<file path="src/rtl/avrid_pkg.sv">
package avrid_pkg;

  // mnemonic numbers
  localparam logic [6:0] INSTR_NOP       = 7'd0;
  localparam logic [6:0] INSTR_IJMP      = 7'd1;
  localparam logic [6:0] INSTR_EIJMP     = 7'd2;
  localparam logic [6:0] INSTR_RET       = 7'd3;
  localparam logic [6:0] INSTR_ICALL     = 7'd4;
  localparam logic [6:0] INSTR_RETI      = 7'd5;
  localparam logic [6:0] INSTR_EICALL    = 7'd6;
  localparam logic [6:0] INSTR_SLEEP     = 7'd7;
  localparam logic [6:0] INSTR_BREAK     = 7'd8;
  localparam logic [6:0] INSTR_WDR       = 7'd9;
  localparam logic [6:0] INSTR_LPM       = 7'd10;
  localparam logic [6:0] INSTR_ELPM      = 7'd11;
  localparam logic [6:0] INSTR_SPM       = 7'd12;
  localparam logic [6:0] INSTR_MOVW      = 7'd13;
  localparam logic [6:0] INSTR_MULS      = 7'd14;
  localparam logic [6:0] INSTR_MULSU     = 7'd15;
  localparam logic [6:0] INSTR_CPC       = 7'd19;
  localparam logic [6:0] INSTR_MUL       = 7'd30;
  localparam logic [6:0] INSTR_BRBS      = 7'd31;
  localparam logic [6:0] INSTR_BRBC      = 7'd32;
  localparam logic [6:0] INSTR_CPI       = 7'd33;
  localparam logic [6:0] INSTR_RJMP      = 7'd38;
  localparam logic [6:0] INSTR_RCALL     = 7'd39;
  localparam logic [6:0] INSTR_LDI       = 7'd40;
  localparam logic [6:0] INSTR_LDS       = 7'd41;
  localparam logic [6:0] INSTR_LD        = 7'd42;
  localparam logic [6:0] INSTR_POP       = 7'd43;
  localparam logic [6:0] INSTR_STS       = 7'd44;
  localparam logic [6:0] INSTR_ST        = 7'd45;
  localparam logic [6:0] INSTR_PUSH      = 7'd46;
  localparam logic [6:0] INSTR_COM       = 7'd47;
  localparam logic [6:0] INSTR_ASR       = 7'd51;
  localparam logic [6:0] INSTR_DEC       = 7'd54;
  localparam logic [6:0] INSTR_LDD       = 7'd55;
  localparam logic [6:0] INSTR_STD       = 7'd56;
  localparam logic [6:0] INSTR_BSET      = 7'd57;
  localparam logic [6:0] INSTR_BCLR      = 7'd58;
  localparam logic [6:0] INSTR_JMP       = 7'd59;
  localparam logic [6:0] INSTR_CALL      = 7'd60;
  localparam logic [6:0] INSTR_ADIW      = 7'd61;
  localparam logic [6:0] INSTR_SBIW      = 7'd62;
  localparam logic [6:0] INSTR_CBI       = 7'd63;
  localparam logic [6:0] INSTR_IN        = 7'd67;
  localparam logic [6:0] INSTR_OUT       = 7'd68;
  localparam logic [6:0] INSTR_BLD       = 7'd69;
  localparam logic [6:0] INSTR_UNUSED    = 7'd73;
  localparam logic [6:0] INSTR_RESERVED  = 7'd74;
  localparam logic [6:0] INSTR_UNDECODED = 7'd75;

  // pointer select
  localparam logic [1:0] PTR_Z    = 2'd0;
  localparam logic [1:0] PTR_Y    = 2'd1;
  localparam logic [1:0] PTR_X    = 2'd2;
  localparam logic [1:0] PTR_NONE = 2'd3;

  // addressing mode
  localparam logic [1:0] MODE_PLAIN = 2'd0;
  localparam logic [1:0] MODE_POST  = 2'd1;
  localparam logic [1:0] MODE_PRE   = 2'd2;
  localparam logic [1:0] MODE_DISP  = 2'd3;

  localparam logic [1:0] WORDS_ONE = 2'd1;
  localparam logic [1:0] WORDS_TWO = 2'd2;

  typedef struct packed {
    logic [6:0]  code;
    logic [4:0]  dreg;
    logic [4:0]  sreg;
    logic [21:0] imm;
    logic [11:0] off;
    logic [2:0]  bit_idx;
    logic [5:0]  io;
    logic [1:0]  ptr;
    logic [1:0]  mode;
    logic [1:0]  words;
  } dec_t;

  // pointer and mode of the plain LD/ST forms
  function automatic dec_t ldst_ptr(input dec_t r_in, input logic [15:0] m);
    dec_t r;
    r = r_in;
    case (m[3:2])
      2'b00:   r.ptr = PTR_Z;
      2'b10:   r.ptr = PTR_Y;
      default: r.ptr = PTR_X;
    endcase
    r.mode = m[1:0];
    return r;
  endfunction

  function automatic dec_t decode(input logic [15:0] m, input logic [15:0] w);
    dec_t r;
    logic [3:0] lo;
    logic       exact;
    lo    = m[3:0];
    exact = 1'b1;
    r.code    = INSTR_UNDECODED;
    r.dreg    = '0;
    r.sreg    = '0;
    r.imm     = '0;
    r.off     = '0;
    r.bit_idx = '0;
    r.io      = '0;
    r.ptr     = PTR_NONE;
    r.mode    = MODE_PLAIN;
    r.words   = WORDS_ONE;

    // implied-operand words first
    case (m)
      16'h0000: r.code = INSTR_NOP;
      16'h9409: r.code = INSTR_IJMP;
      16'h9419: r.code = INSTR_EIJMP;
      16'h9508: r.code = INSTR_RET;
      16'h9509: r.code = INSTR_ICALL;
      16'h9518: r.code = INSTR_RETI;
      16'h9519: r.code = INSTR_EICALL;
      16'h9588: r.code = INSTR_SLEEP;
      16'h9598: r.code = INSTR_BREAK;
      16'h95A8: r.code = INSTR_WDR;
      16'h95C8: begin
        r.code = INSTR_LPM;
        r.ptr  = PTR_Z;
      end
      16'h95D8: begin
        r.code = INSTR_ELPM;
        r.ptr  = PTR_Z;
      end
      16'h95E8: begin
        r.code = INSTR_SPM;
        r.ptr  = PTR_Z;
      end
      16'h95F8: begin
        r.code = INSTR_SPM;
        r.ptr  = PTR_Z;
        r.mode = MODE_POST;
      end
      default: exact = 1'b0;
    endcase

    if (exact) begin
      // done
    end else if (m[15:8] == 8'h01) begin
      r.code = INSTR_MOVW;
      r.dreg = {m[7:4], 1'b0};
      r.sreg = {m[3:0], 1'b0};
    end else if (m[15:8] == 8'h02) begin
      r.code = INSTR_MULS;
      r.dreg = {1'b1, m[7:4]};
      r.sreg = {1'b1, m[3:0]};
    end else if (m[15:8] == 8'h03) begin
      r.code = INSTR_MULSU + {5'd0, m[7], m[3]};
      r.dreg = {2'b10, m[6:4]};
      r.sreg = {2'b10, m[2:0]};
    end else if ((m[15:10] >= 6'd1 && m[15:10] <= 6'd11) || m[15:10] == 6'd39) begin
      // two-register alu group
      r.code = (m[15:10] == 6'd39) ? INSTR_MUL : INSTR_CPC + {1'b0, m[15:10]} - 7'd1;
      r.dreg = m[8:4];
      r.sreg = {m[9], m[3:0]};
    end else if (m[15:11] == 5'b11110) begin
      r.code    = m[10] ? INSTR_BRBC : INSTR_BRBS;
      r.off     = {{5{m[9]}}, m[9:3]};
      r.bit_idx = m[2:0];
    end else if (m[15:12] >= 4'd3 && m[15:12] <= 4'd7) begin
      r.code = INSTR_CPI + {3'd0, m[15:12]} - 7'd3;
      r.dreg = {1'b1, m[7:4]};
      r.imm  = {14'd0, m[11:8], m[3:0]};
    end else if (m[15:13] == 3'b110) begin
      r.code = m[12] ? INSTR_RCALL : INSTR_RJMP;
      r.off  = m[11:0];
    end else if (m[15:12] == 4'hE) begin
      r.code = INSTR_LDI;
      r.dreg = {1'b1, m[7:4]};
      r.imm  = {14'd0, m[11:8], m[3:0]};
    end else if (m[15:9] == 7'b1001000) begin
      r.dreg = m[8:4];
      case (lo)
        4'h0: begin
          r.code  = INSTR_LDS;
          r.imm   = {6'd0, w};
          r.words = WORDS_TWO;
        end
        4'h4, 4'h5: begin
          r.code = INSTR_LPM;
          r.ptr  = PTR_Z;
          r.mode = {1'b0, lo[0]};
        end
        4'h6, 4'h7: begin
          r.code = INSTR_ELPM;
          r.ptr  = PTR_Z;
          r.mode = {1'b0, lo[0]};
        end
        4'h3, 4'h8, 4'hB: begin
          r.dreg = '0;
          r.code = INSTR_RESERVED;
        end
        4'hF: r.code = INSTR_POP;
        default: begin
          r.code = INSTR_LD;
          r      = ldst_ptr(r, m);
        end
      endcase
    end else if (m[15:9] == 7'b1001001) begin
      r.sreg = m[8:4];
      case (lo)
        4'h0: begin
          r.code  = INSTR_STS;
          r.imm   = {6'd0, w};
          r.words = WORDS_TWO;
        end
        4'h1, 4'h2, 4'h9, 4'hA, 4'hC, 4'hD, 4'hE: begin
          r.code = INSTR_ST;
          r      = ldst_ptr(r, m);
        end
        4'hF: r.code = INSTR_PUSH;
        default: begin
          r.sreg = '0;
          r.code = INSTR_RESERVED;
        end
      endcase
    end else if (m[15:9] == 7'b1001010 && (lo <= 4'd7 || lo == 4'hA)) begin
      if (lo == 4'd4) begin
        r.code = INSTR_RESERVED;
      end else begin
        r.dreg = m[8:4];
        if (lo == 4'hA) r.code = INSTR_DEC;
        else if (lo <= 4'd3) r.code = INSTR_COM + {3'd0, lo};
        else r.code = INSTR_ASR + {3'd0, lo} - 7'd5;
      end
    end else if (m[15:14] == 2'b10 && !m[12]) begin
      // displacement load/store
      r.imm  = {16'd0, m[13], m[11:10], m[2:0]};
      r.ptr  = m[3] ? PTR_Y : PTR_Z;
      r.mode = MODE_DISP;
      if (!m[9]) begin
        r.code = INSTR_LDD;
        r.dreg = m[8:4];
      end else begin
        r.code = INSTR_STD;
        r.sreg = m[8:4];
      end
    end else if (m[15:8] == 8'h94 && lo == 4'h8) begin
      r.code    = m[7] ? INSTR_BCLR : INSTR_BSET;
      r.bit_idx = m[6:4];
    end else if (m[15:9] == 7'b1001010 && m[3:2] == 2'b11) begin
      r.code  = m[1] ? INSTR_CALL : INSTR_JMP;
      r.imm   = {m[8:4], m[0], w};
      r.words = WORDS_TWO;
    end else if (m[15:9] == 7'b1001011) begin
      r.code = m[8] ? INSTR_SBIW : INSTR_ADIW;
      r.dreg = {2'b11, m[5:4], 1'b0};
      r.imm  = {16'd0, m[7:6], m[3:0]};
    end else if (m[15:10] == 6'b100110) begin
      r.code    = INSTR_CBI + {5'd0, m[9:8]};
      r.io      = {1'b0, m[7:3]};
      r.bit_idx = m[2:0];
    end else if (m[15:12] == 4'hB) begin
      r.io = {m[10:9], m[3:0]};
      if (!m[11]) begin
        r.code = INSTR_IN;
        r.dreg = m[8:4];
      end else begin
        r.code = INSTR_OUT;
        r.sreg = m[8:4];
      end
    end else if (m[15:11] == 5'b11111) begin
      r.code    = INSTR_BLD + {5'd0, m[10:9]};
      r.dreg    = m[8:4];
      r.bit_idx = m[2:0];
    end
    return r;
  endfunction

endpackage

</file>
<file path="src/rtl/avr_instruction_decoder.sv">
// avr instruction decoder
// slave stream: one transfer per instruction; tdata carries the opcode word
// and the word after it (only lds, sts, jmp and call look at the second word)
// master stream: one transfer per instruction; tuser carries the mnemonic
// number and tdata the operand fields
// path: an accepted instruction goes through the input register, the
// decode and the result register before tvalid rises on the master side
// throughput: one instruction per cycle while the master side keeps tready
// high, set by the single-pass decode between the two registers; both
// registers advance in the same cycle when the master side takes its result
// stall: while the receiver holds tready low, the result stays put and the
// input register still takes one more instruction; tready on the slave
// side then drops until the result register drains
// reset: both valid flags clear, no result is pending after reset
// undecodable words give mnemonic 75 and reserved ones 74, with all
// operand fields at their unused values (pointer 3, one word)
module avr_instruction_decoder (
  input  logic        clk_i,
  input  logic        rst_ni,
  input  logic        s_axis_tvalid,
  output logic        s_axis_tready,
  // [15:0] opcode_word, [31:16] extension_word
  input  logic [31:0] s_axis_tdata,
  output logic        m_axis_tvalid,
  input  logic        m_axis_tready,
  // [4:0] dest_reg, [9:5] src_reg, [31:10] immediate, [43:32] branch_offset,
  // [46:44] bit_index, [52:47] io_addr, [54:53] pointer_sel,
  // [56:55] addr_mode, [58:57] words_used, [63:59] zero
  output logic [63:0] m_axis_tdata,
  // [6:0] instr_code
  output logic [6:0]  m_axis_tuser
);
  import avrid_pkg::*;

  logic        in_valid_q;
  logic [15:0] opcode_q;
  logic [15:0] ext_q;
  logic        out_valid_q;
  dec_t        res_q;
  dec_t        res_d;
  logic        out_ready;
  logic        s_xfer;
  logic        adv;

  // result register frees when empty or taken this cycle
  assign out_ready     = !out_valid_q || m_axis_tready;
  assign s_axis_tready = !in_valid_q || out_ready;
  assign s_xfer        = s_axis_tvalid && s_axis_tready;
  assign adv           = in_valid_q && out_ready;

  always_ff @(posedge clk_i or negedge rst_ni) begin
    if (!rst_ni) begin
      in_valid_q  <= 1'b0;
      out_valid_q <= 1'b0;
    end else begin
      if (s_axis_tready) in_valid_q <= s_axis_tvalid;
      if (out_ready) out_valid_q <= in_valid_q;
    end
  end

  // input payload
  always_ff @(posedge clk_i) begin
    if (s_xfer) begin
      opcode_q <= s_axis_tdata[15:0];
      ext_q    <= s_axis_tdata[31:16];
    end
  end

  // single-pass decode
  assign res_d = decode(opcode_q, ext_q);

  always_ff @(posedge clk_i) begin
    if (adv) res_q <= res_d;
  end

  assign m_axis_tvalid = out_valid_q;
  assign m_axis_tuser  = res_q.code;
  assign m_axis_tdata  = {5'd0, res_q.words, res_q.mode, res_q.ptr, res_q.io,
                          res_q.bit_idx, res_q.off, res_q.imm, res_q.sreg,
                          res_q.dreg};

`ifndef SYNTHESIS
  // an accepted instruction is held in the input register next cycle
  a_accept_loads: assert property (@(posedge clk_i) disable iff (!rst_ni)
    s_xfer |=> in_valid_q)
    else $error("accepted instruction not held in input register");

  // a decoded instruction moves into the result register
  a_advance: assert property (@(posedge clk_i) disable iff (!rst_ni)
    adv |=> out_valid_q)
    else $error("decoded instruction lost on its way to the result register");

  // only the four two-word instructions report two words
  a_two_words: assert property (@(posedge clk_i) disable iff (!rst_ni)
    (out_valid_q && res_q.words == WORDS_TWO) |->
      (res_q.code == INSTR_LDS || res_q.code == INSTR_STS ||
       res_q.code == INSTR_JMP || res_q.code == INSTR_CALL))
    else $error("two-word result on a one-word instruction");

  // mnemonic stays in range and skips the unused number
  a_code_range: assert property (@(posedge clk_i) disable iff (!rst_ni)
    out_valid_q |-> (res_q.code <= INSTR_UNDECODED && res_q.code != INSTR_UNUSED))
    else $error("mnemonic number out of range");

  // a pointer is reported only by the memory access forms
  a_pointer: assert property (@(posedge clk_i) disable iff (!rst_ni)
    (out_valid_q && res_q.ptr != PTR_NONE) |->
      (res_q.code == INSTR_LPM || res_q.code == INSTR_ELPM ||
       res_q.code == INSTR_SPM || res_q.code == INSTR_LD ||
       res_q.code == INSTR_ST || res_q.code == INSTR_LDD ||
       res_q.code == INSTR_STD))
    else $error("pointer reported on a non-memory instruction");
`endif

endmodule
</file>
<file path="config.mk">
export PLATFORM = sky130hd
export DESIGN_NAME = avr_instruction_decoder
export DESIGN_NICKNAME = d
export VERILOG_FILES = /design/src/rtl/avrid_pkg.sv /design/src/rtl/avr_instruction_decoder.sv
export SDC_FILE = /design/constraint.sdc
export NUM_CORES = 1
export LEC_CHECK = 0
export ABC_AREA = 1
export BUFFER_PORTS_ARGS = -buffer_cell sky130_fd_sc_hd__buf_2
export CAP_MARGIN = 10
export CELL_PAD_IN_SITES_DETAIL_PLACEMENT = 0
export CELL_PAD_IN_SITES_GLOBAL_PLACEMENT = 1
export CORE_MARGIN = 4
export CORE_UTILIZATION = 39
export DETAILED_ROUTE_END_ITERATION = 10
export HOLD_SLACK_MARGIN = 0.06
export PLACE_DENSITY = 0.75
export SYNTH_ARGS = -nofsm -noshare
export SYNTH_HDL_FRONTEND = slang
export SYNTH_SLANG_ARGS = --single-unit
</file>
<file path="constraint.sdc">
create_clock -name clk_i -period 4.4 [get_ports clk_i]
set_input_delay 0.66 -clock clk_i [delete_from_list [all_inputs] [get_ports clk_i]]
set_output_delay 0.66 -clock clk_i [all_outputs]
set_load 0.005 [all_outputs]
</file>
### Word level (Yosys, flattened, before mapping)

Cells that the tools add are included.

* bitwise gates (word level): 0
* equal/unequal tests: 46
* div/mod/pow operators: 0
* multiply operators: 0
* multiplexer cells: 106
* reductions and logical operators: 32
* magnitude comparators: 6
* shift operators: 0
* add/subtract/negate cells: 10

Operators with widths (number)
* two-way mux 66 bit: 11
* equality test 16 bit, second input constant: 13
* two-way mux 12 bit: 17
* two-way mux 49 bit: 4
* two-way mux 32 bit: 3
* case mux 7 bit (13 select lines): 1
* two-way mux 27 bit: 3
* two-way mux 39 bit: 2
* two-way mux 17 bit: 4
* two-way mux 22 bit: 3
* two-way mux 7 bit: 9
* two-way mux 15 bit: 4
* two-way mux 5 bit: 11
* equality test 4 bit, second input constant: 10
* two-way mux 9 bit: 4
* case mux 7 bit (5 select lines): 1
* equality test 7 bit, second input constant: 4
* two-way mux 6 bit: 4
* adder 6 x 4 -> 7 bit, first input constant: 3
* case mux 7 bit (3 select lines): 1
* two-way mux 10 bit: 2
* OR reduction 9 bit: 2
* equality test 4 x 3 -> 1 bit, second input constant: 4
* equality test 8 x 2 -> 1 bit, second input constant: 2
* 40 further kinds: 78

* bits of input ports: 36
* output and inout bits: 73
* bits in latches: 0
* logic and storage cells: 217
* ROM bits: 0
* memories: 0
* memory bits (writable): 0
* flip-flop bits (word level): 100

### Depth between registers and ports, before layout

* word-level depth: 39
* gate-level depth with buffers: 26
* depth with buffers taken out: 25

### Least setup slack after synthesis

No wires, ideal clock.

* path kind: input to register
* start point: input port m_axis_tready
* end point: register res_q (netlist bit m_axis_tdata[0]) (enable)
* arrival time: 3.907 ns
* path buffers: 0
* stages: 2
* setup slack: -0.019 ns
* library setup time: 0.512 ns
* required time: 3.888 ns
* path through: inv_1 > a21oi_1

* cells in the longest elaborated chain, start to end: 2

RTL lines
* from (decl): line avr_instruction_decoder.sv:25 `input logic m_axis_tready,`
* logical OR 1 bit: line avr_instruction_decoder.sv:46 `assign out_ready = !out_valid_q || m_axis_tready;`
* logical AND 1 bit: line avr_instruction_decoder.sv:49 `assign adv = in_valid_q && out_ready;`
* via adv: line avr_instruction_decoder.sv:43 `logic adv;`
* to (signal assigned): line avr_instruction_decoder.sv:73 `if (adv) res_q <= res_d;`
* to (decl): line avr_instruction_decoder.sv:39 `dec_t res_q;`

The timed path passes the listed nets, and every way through them passes these cells.
A chain may end at the register's enable or synchronous reset.

==> qor.csv <==
stage,metric,value,unit
run_status,status,"complete, no violations",
floorplan,Chip Height,138,um
power_and_ir_drop,Leakage,3.41,nW
finish,Layout area overhead,16.4,%
power_and_ir_drop,switching pwr,0.774,mW
clock_network,Root Buffer,clkbuf_16,
finish,register area,0.00299,mm^2
clock_network,CTS buffer count,9,
sta,Slew HR,0.412,
critical_path,reg2reg end,m_axis_tuser[1]$_DFFE_PP_,
floorplan,Core Area,0.0165,mm^2
routing,post-route ant nets,0,
place,DP Cell Count,1101,
sta,period utilization,0.828,
clock_network,CTS sink count,100,
clock_network,cts hold-fix bufs,0,
global_route,largest net degree at the start of global routing,67,
floorplan,Die W,138,um
global_route,vias in the first global route,5747,
power_and_ir_drop,Seq pwr share,0.488,
synth,Avg Inst Size Synth,8.33,um^2
synth,Mapped Area,0.00656,mm^2
synth,unique cell type count in the Yosys netlist,48,
finish,Inserted Diodes,0,
sta,Max Slew Vio Count,0,
synth,"Seq/Total Area, Yosys",0.457,
global_route,initial antenna violation count,0,
clock_network,Clock Latency Late Sink,0.36,ns
critical_path,CP max FO,11,
place,Placer Congestion,1.02,
floorplan,initial core utilization,0.397,
critical_path,Reg2Reg Depth,25,
clock_network,CTS H-tree lvls,3,
synth,Ys Warns,0,
critical_path,critical path arrival,3.77,ns
critical_path,Most Frequent Cell on Critical Path,nand2_1,
clock_network,CTS max path bufs,2,
sta,Final setup viols,0,
clock_network,TritonCTS clock tree,yes,
routing,routed len/inst,19.8,um
power_and_ir_drop,maximum VDD drop,0.208,mV
critical_path,CP endpoint kind,flip-flop,
hold_path,worst hold path class,in2async,
power_and_ir_drop,Clk pwr share,0.328,
routing,vias per cell,5.48,
routing,final wirelength,22.1,mm
critical_path,delay of the slowest critical-path stage,0.57,ns
power_and_ir_drop,PwrDens,326,mW/mm^2
synth,post-synthesis register bit count,100,
floorplan,area of the die,0.0189,mm^2
sta,final setup TNS,0,ns
critical_path,Worst EP required,4.53,ns
global_route,first-pass GRT wire length,33.3,mm
sta,Worst Skew,0.00919,ns
finish,Multi-input gate area,0.00298,mm^2
floorplan,I/O pin cnt,109,
global_route,GRT Util Overall,0.237,
power_and_ir_drop,Power Internal,1.72,mW
critical_path,R2R Setup Slk,0.76,ns
sta,Slew @ Worst Pin,0.882,ns
critical_path,Top delay family on crit path,simple AND/OR/NAND/NOR gates,
place,Final HPWL DP,16.6,mm
critical_path,FF-to-FF Start,opcode_q[9]$_DFFE_PP_,
critical_path,Startpoint Class,flip-flop,
power_and_ir_drop,Comb power frac,0.185,
synth,Syn Inst Count,787,
finish,nets,953,
clock_network,postcts setup bufs,0,
power_and_ir_drop,total power,2.49,mW
routing,number of remaining DRC errors,0,
critical_path,kind of critical path,reg2reg,
place,DP Area,0.00733,mm^2
sta,RSZ-0062 raised after global routing,false,
sta,Tmin final,3.64,ns
finish,Finished Layout Cells,1117,
critical_path,Bufs and invs on worst path,2,
global_route,GRT overflow,0,
routing,Vias,6122,
critical_path,Critical-path top delay cell,edfxtp_1,
run,max-cap violations,0,
routing,DR iter-0 viols,704,
clock_network,Clock transition at path regs,0.08,ns
finish,layout cells sized above 1,0.241,
power_and_ir_drop,sw frac,0.311,
floorplan,FP Rows,47,
finish,Post-Layout Inst Area,0.00763,mm^2
routing,router iterations before antenna repair,5,
sta,"Hold Violations, Final",0,
finish,# fillers,1672,
place,# port buffers,103,
clock_network,Post-CTS Resized,0,
sta,FMAX,0.275,GHz
registers in the layout (all words and copies together), names as in the netlist:
signal	flops
ext_q	16
m_axis_tvalid	1
m_axis_tdata	59
m_axis_tuser	7
in_valid_q	1
opcode_q	16
cells by family (layout without fill, tap and decap cells):
group           after synthesis  count (layout)  synth area share
compound gates              166             166             0.146
xor+xnor                      1               1           0.00134
fa+ha+maj                    25              25            0.0477
buf+inv                     146             252            0.0930
flops                       100             100             0.457
other cells                   1               5          0.000572
simple gates                348             348             0.255
routing by layer:
layer | up-vias | GRT usage | share of wire
li1 | 2886 | - | -
met1 | 2895 | 0.334 | 0.44
met2 | 299 | 0.365 | 0.45
met3 | 42 | 0.0391 | 0.075
met4 | 0 | 0.0920 | 0.030
met5 | - | 0 | 0
through the flow:
step                worst slack (ns)  hold WS, ns  utilization
floorplan                       1.32        0.364            -
global placement               0.764        0.449        0.443
detailed placement             0.852        0.448        0.443
CTS                            0.832       0.0666        0.462
global route                   0.478       0.0618        0.462
finish                         0.759       0.0698        0.462
worst max-delay path by stage:
stage / from / to / depth (start not counted)
floorplan: m_axis_tready / m_axis_tdata[0]$_SDFFCE_PP0P_ / 2
global placement: opcode_q[9]$_DFFE_PP_ / m_axis_tuser[1]$_DFFE_PP_ / 25
detailed placement: opcode_q[9]$_DFFE_PP_ / m_axis_tuser[1]$_DFFE_PP_ / 25
CTS: opcode_q[9]$_DFFE_PP_ / m_axis_tuser[1]$_DFFE_PP_ / 25
global route: opcode_q[9]$_DFFE_PP_ / m_axis_tuser[1]$_DFFE_PP_ / 25
finish: opcode_q[9]$_DFFE_PP_ / m_axis_tuser[1]$_DFFE_PP_ / 25
worst reg2reg max path, stage by stage (launching register included):
cell      delay [ns]
edfxtp_1        0.57
inv_1           0.39
ha_1            0.35
nand3_2         0.15
inv_2           0.08
nand2_2         0.11
nor2_4          0.18
nand2_2         0.09
nand3_2         0.12
nor2_2          0.04
nand2_2         0.25
nand2_1         0.10
o21bai_1        0.15
nand2_1         0.06
nand2_1         0.06
nand2_1         0.07
nand2_1         0.08
nand2_1         0.05
nand2_1         0.12
nand2_1         0.08
nand2_1         0.06
nand2_1         0.04
nand2_1         0.07
nand2_1         0.05
nand2_1         0.05
nand2_1         0.04
layout make-up:
cell class | count | area share
Clock buffer | 9 | 0.0295
Clock inverter | 7 | 0.00984
Inverter | 117 | 0.0582
Multi-Input combinational cell | 545 | 0.391
Sequential cell | 100 | 0.392
Tap cell | 220 | 0.0361
Timing Repair Buffer | 119 | 0.0833
cells in the final DEF, fill, tap and decap left out, types with 11 or more instances in the layout:
master      n
a21oi_1    45
nand3_1    41
nand2_1   140
buf_4      16
inv_1      84
buf_2     103
inv_2      31
o21ai_0    60
edfxtp_1   98
nor3_1     15
o21ai_1    14
nor2_1     90
ha_1       25
nor2_4     11
nand2_2    11
synthesized netlist by cell type (all sizes together):
master   count  area, um^2
nand2      152         606
inv        116         440
nor2       109         512
edfxtp      98        2940
o21ai       74         370
nand3       48         283
a21oi       46         230
ha          25         313
nor3        22         151
buf         17         120
clkbuf      12        45.0
nand4       10        68.8
a22oi        9        67.6
a31oi        7        43.8
o211ai       7        52.6
a221oi       6        52.6
nor4         5        37.5
a211oi       3        22.5
o2111ai      3        26.3
o221ai       3        26.3
a311oi       2        17.5
dfrtp        2        50.1
a32oi        1        8.76
a41oi        1        8.76
and3         1        6.26
clkinv       1        3.75
conb         1        3.75
o21bai       1        7.51
o22ai        1        6.26
o311ai       1        8.76
o31ai        1        7.51
or2          1        6.26
xor2         1        8.76
power by group through the flow:
stage               sequential [mW]  clock, mW  combinational (mW)
finish                         1.21      0.816               0.460
global route                   1.22      0.871               0.511
detailed placement             1.24          0               0.457
global placement               1.24          0               0.461
CTS                            1.21      0.828               0.459
floorplan                      1.23          0               0.268
Power figures use the tool's default switching activity.
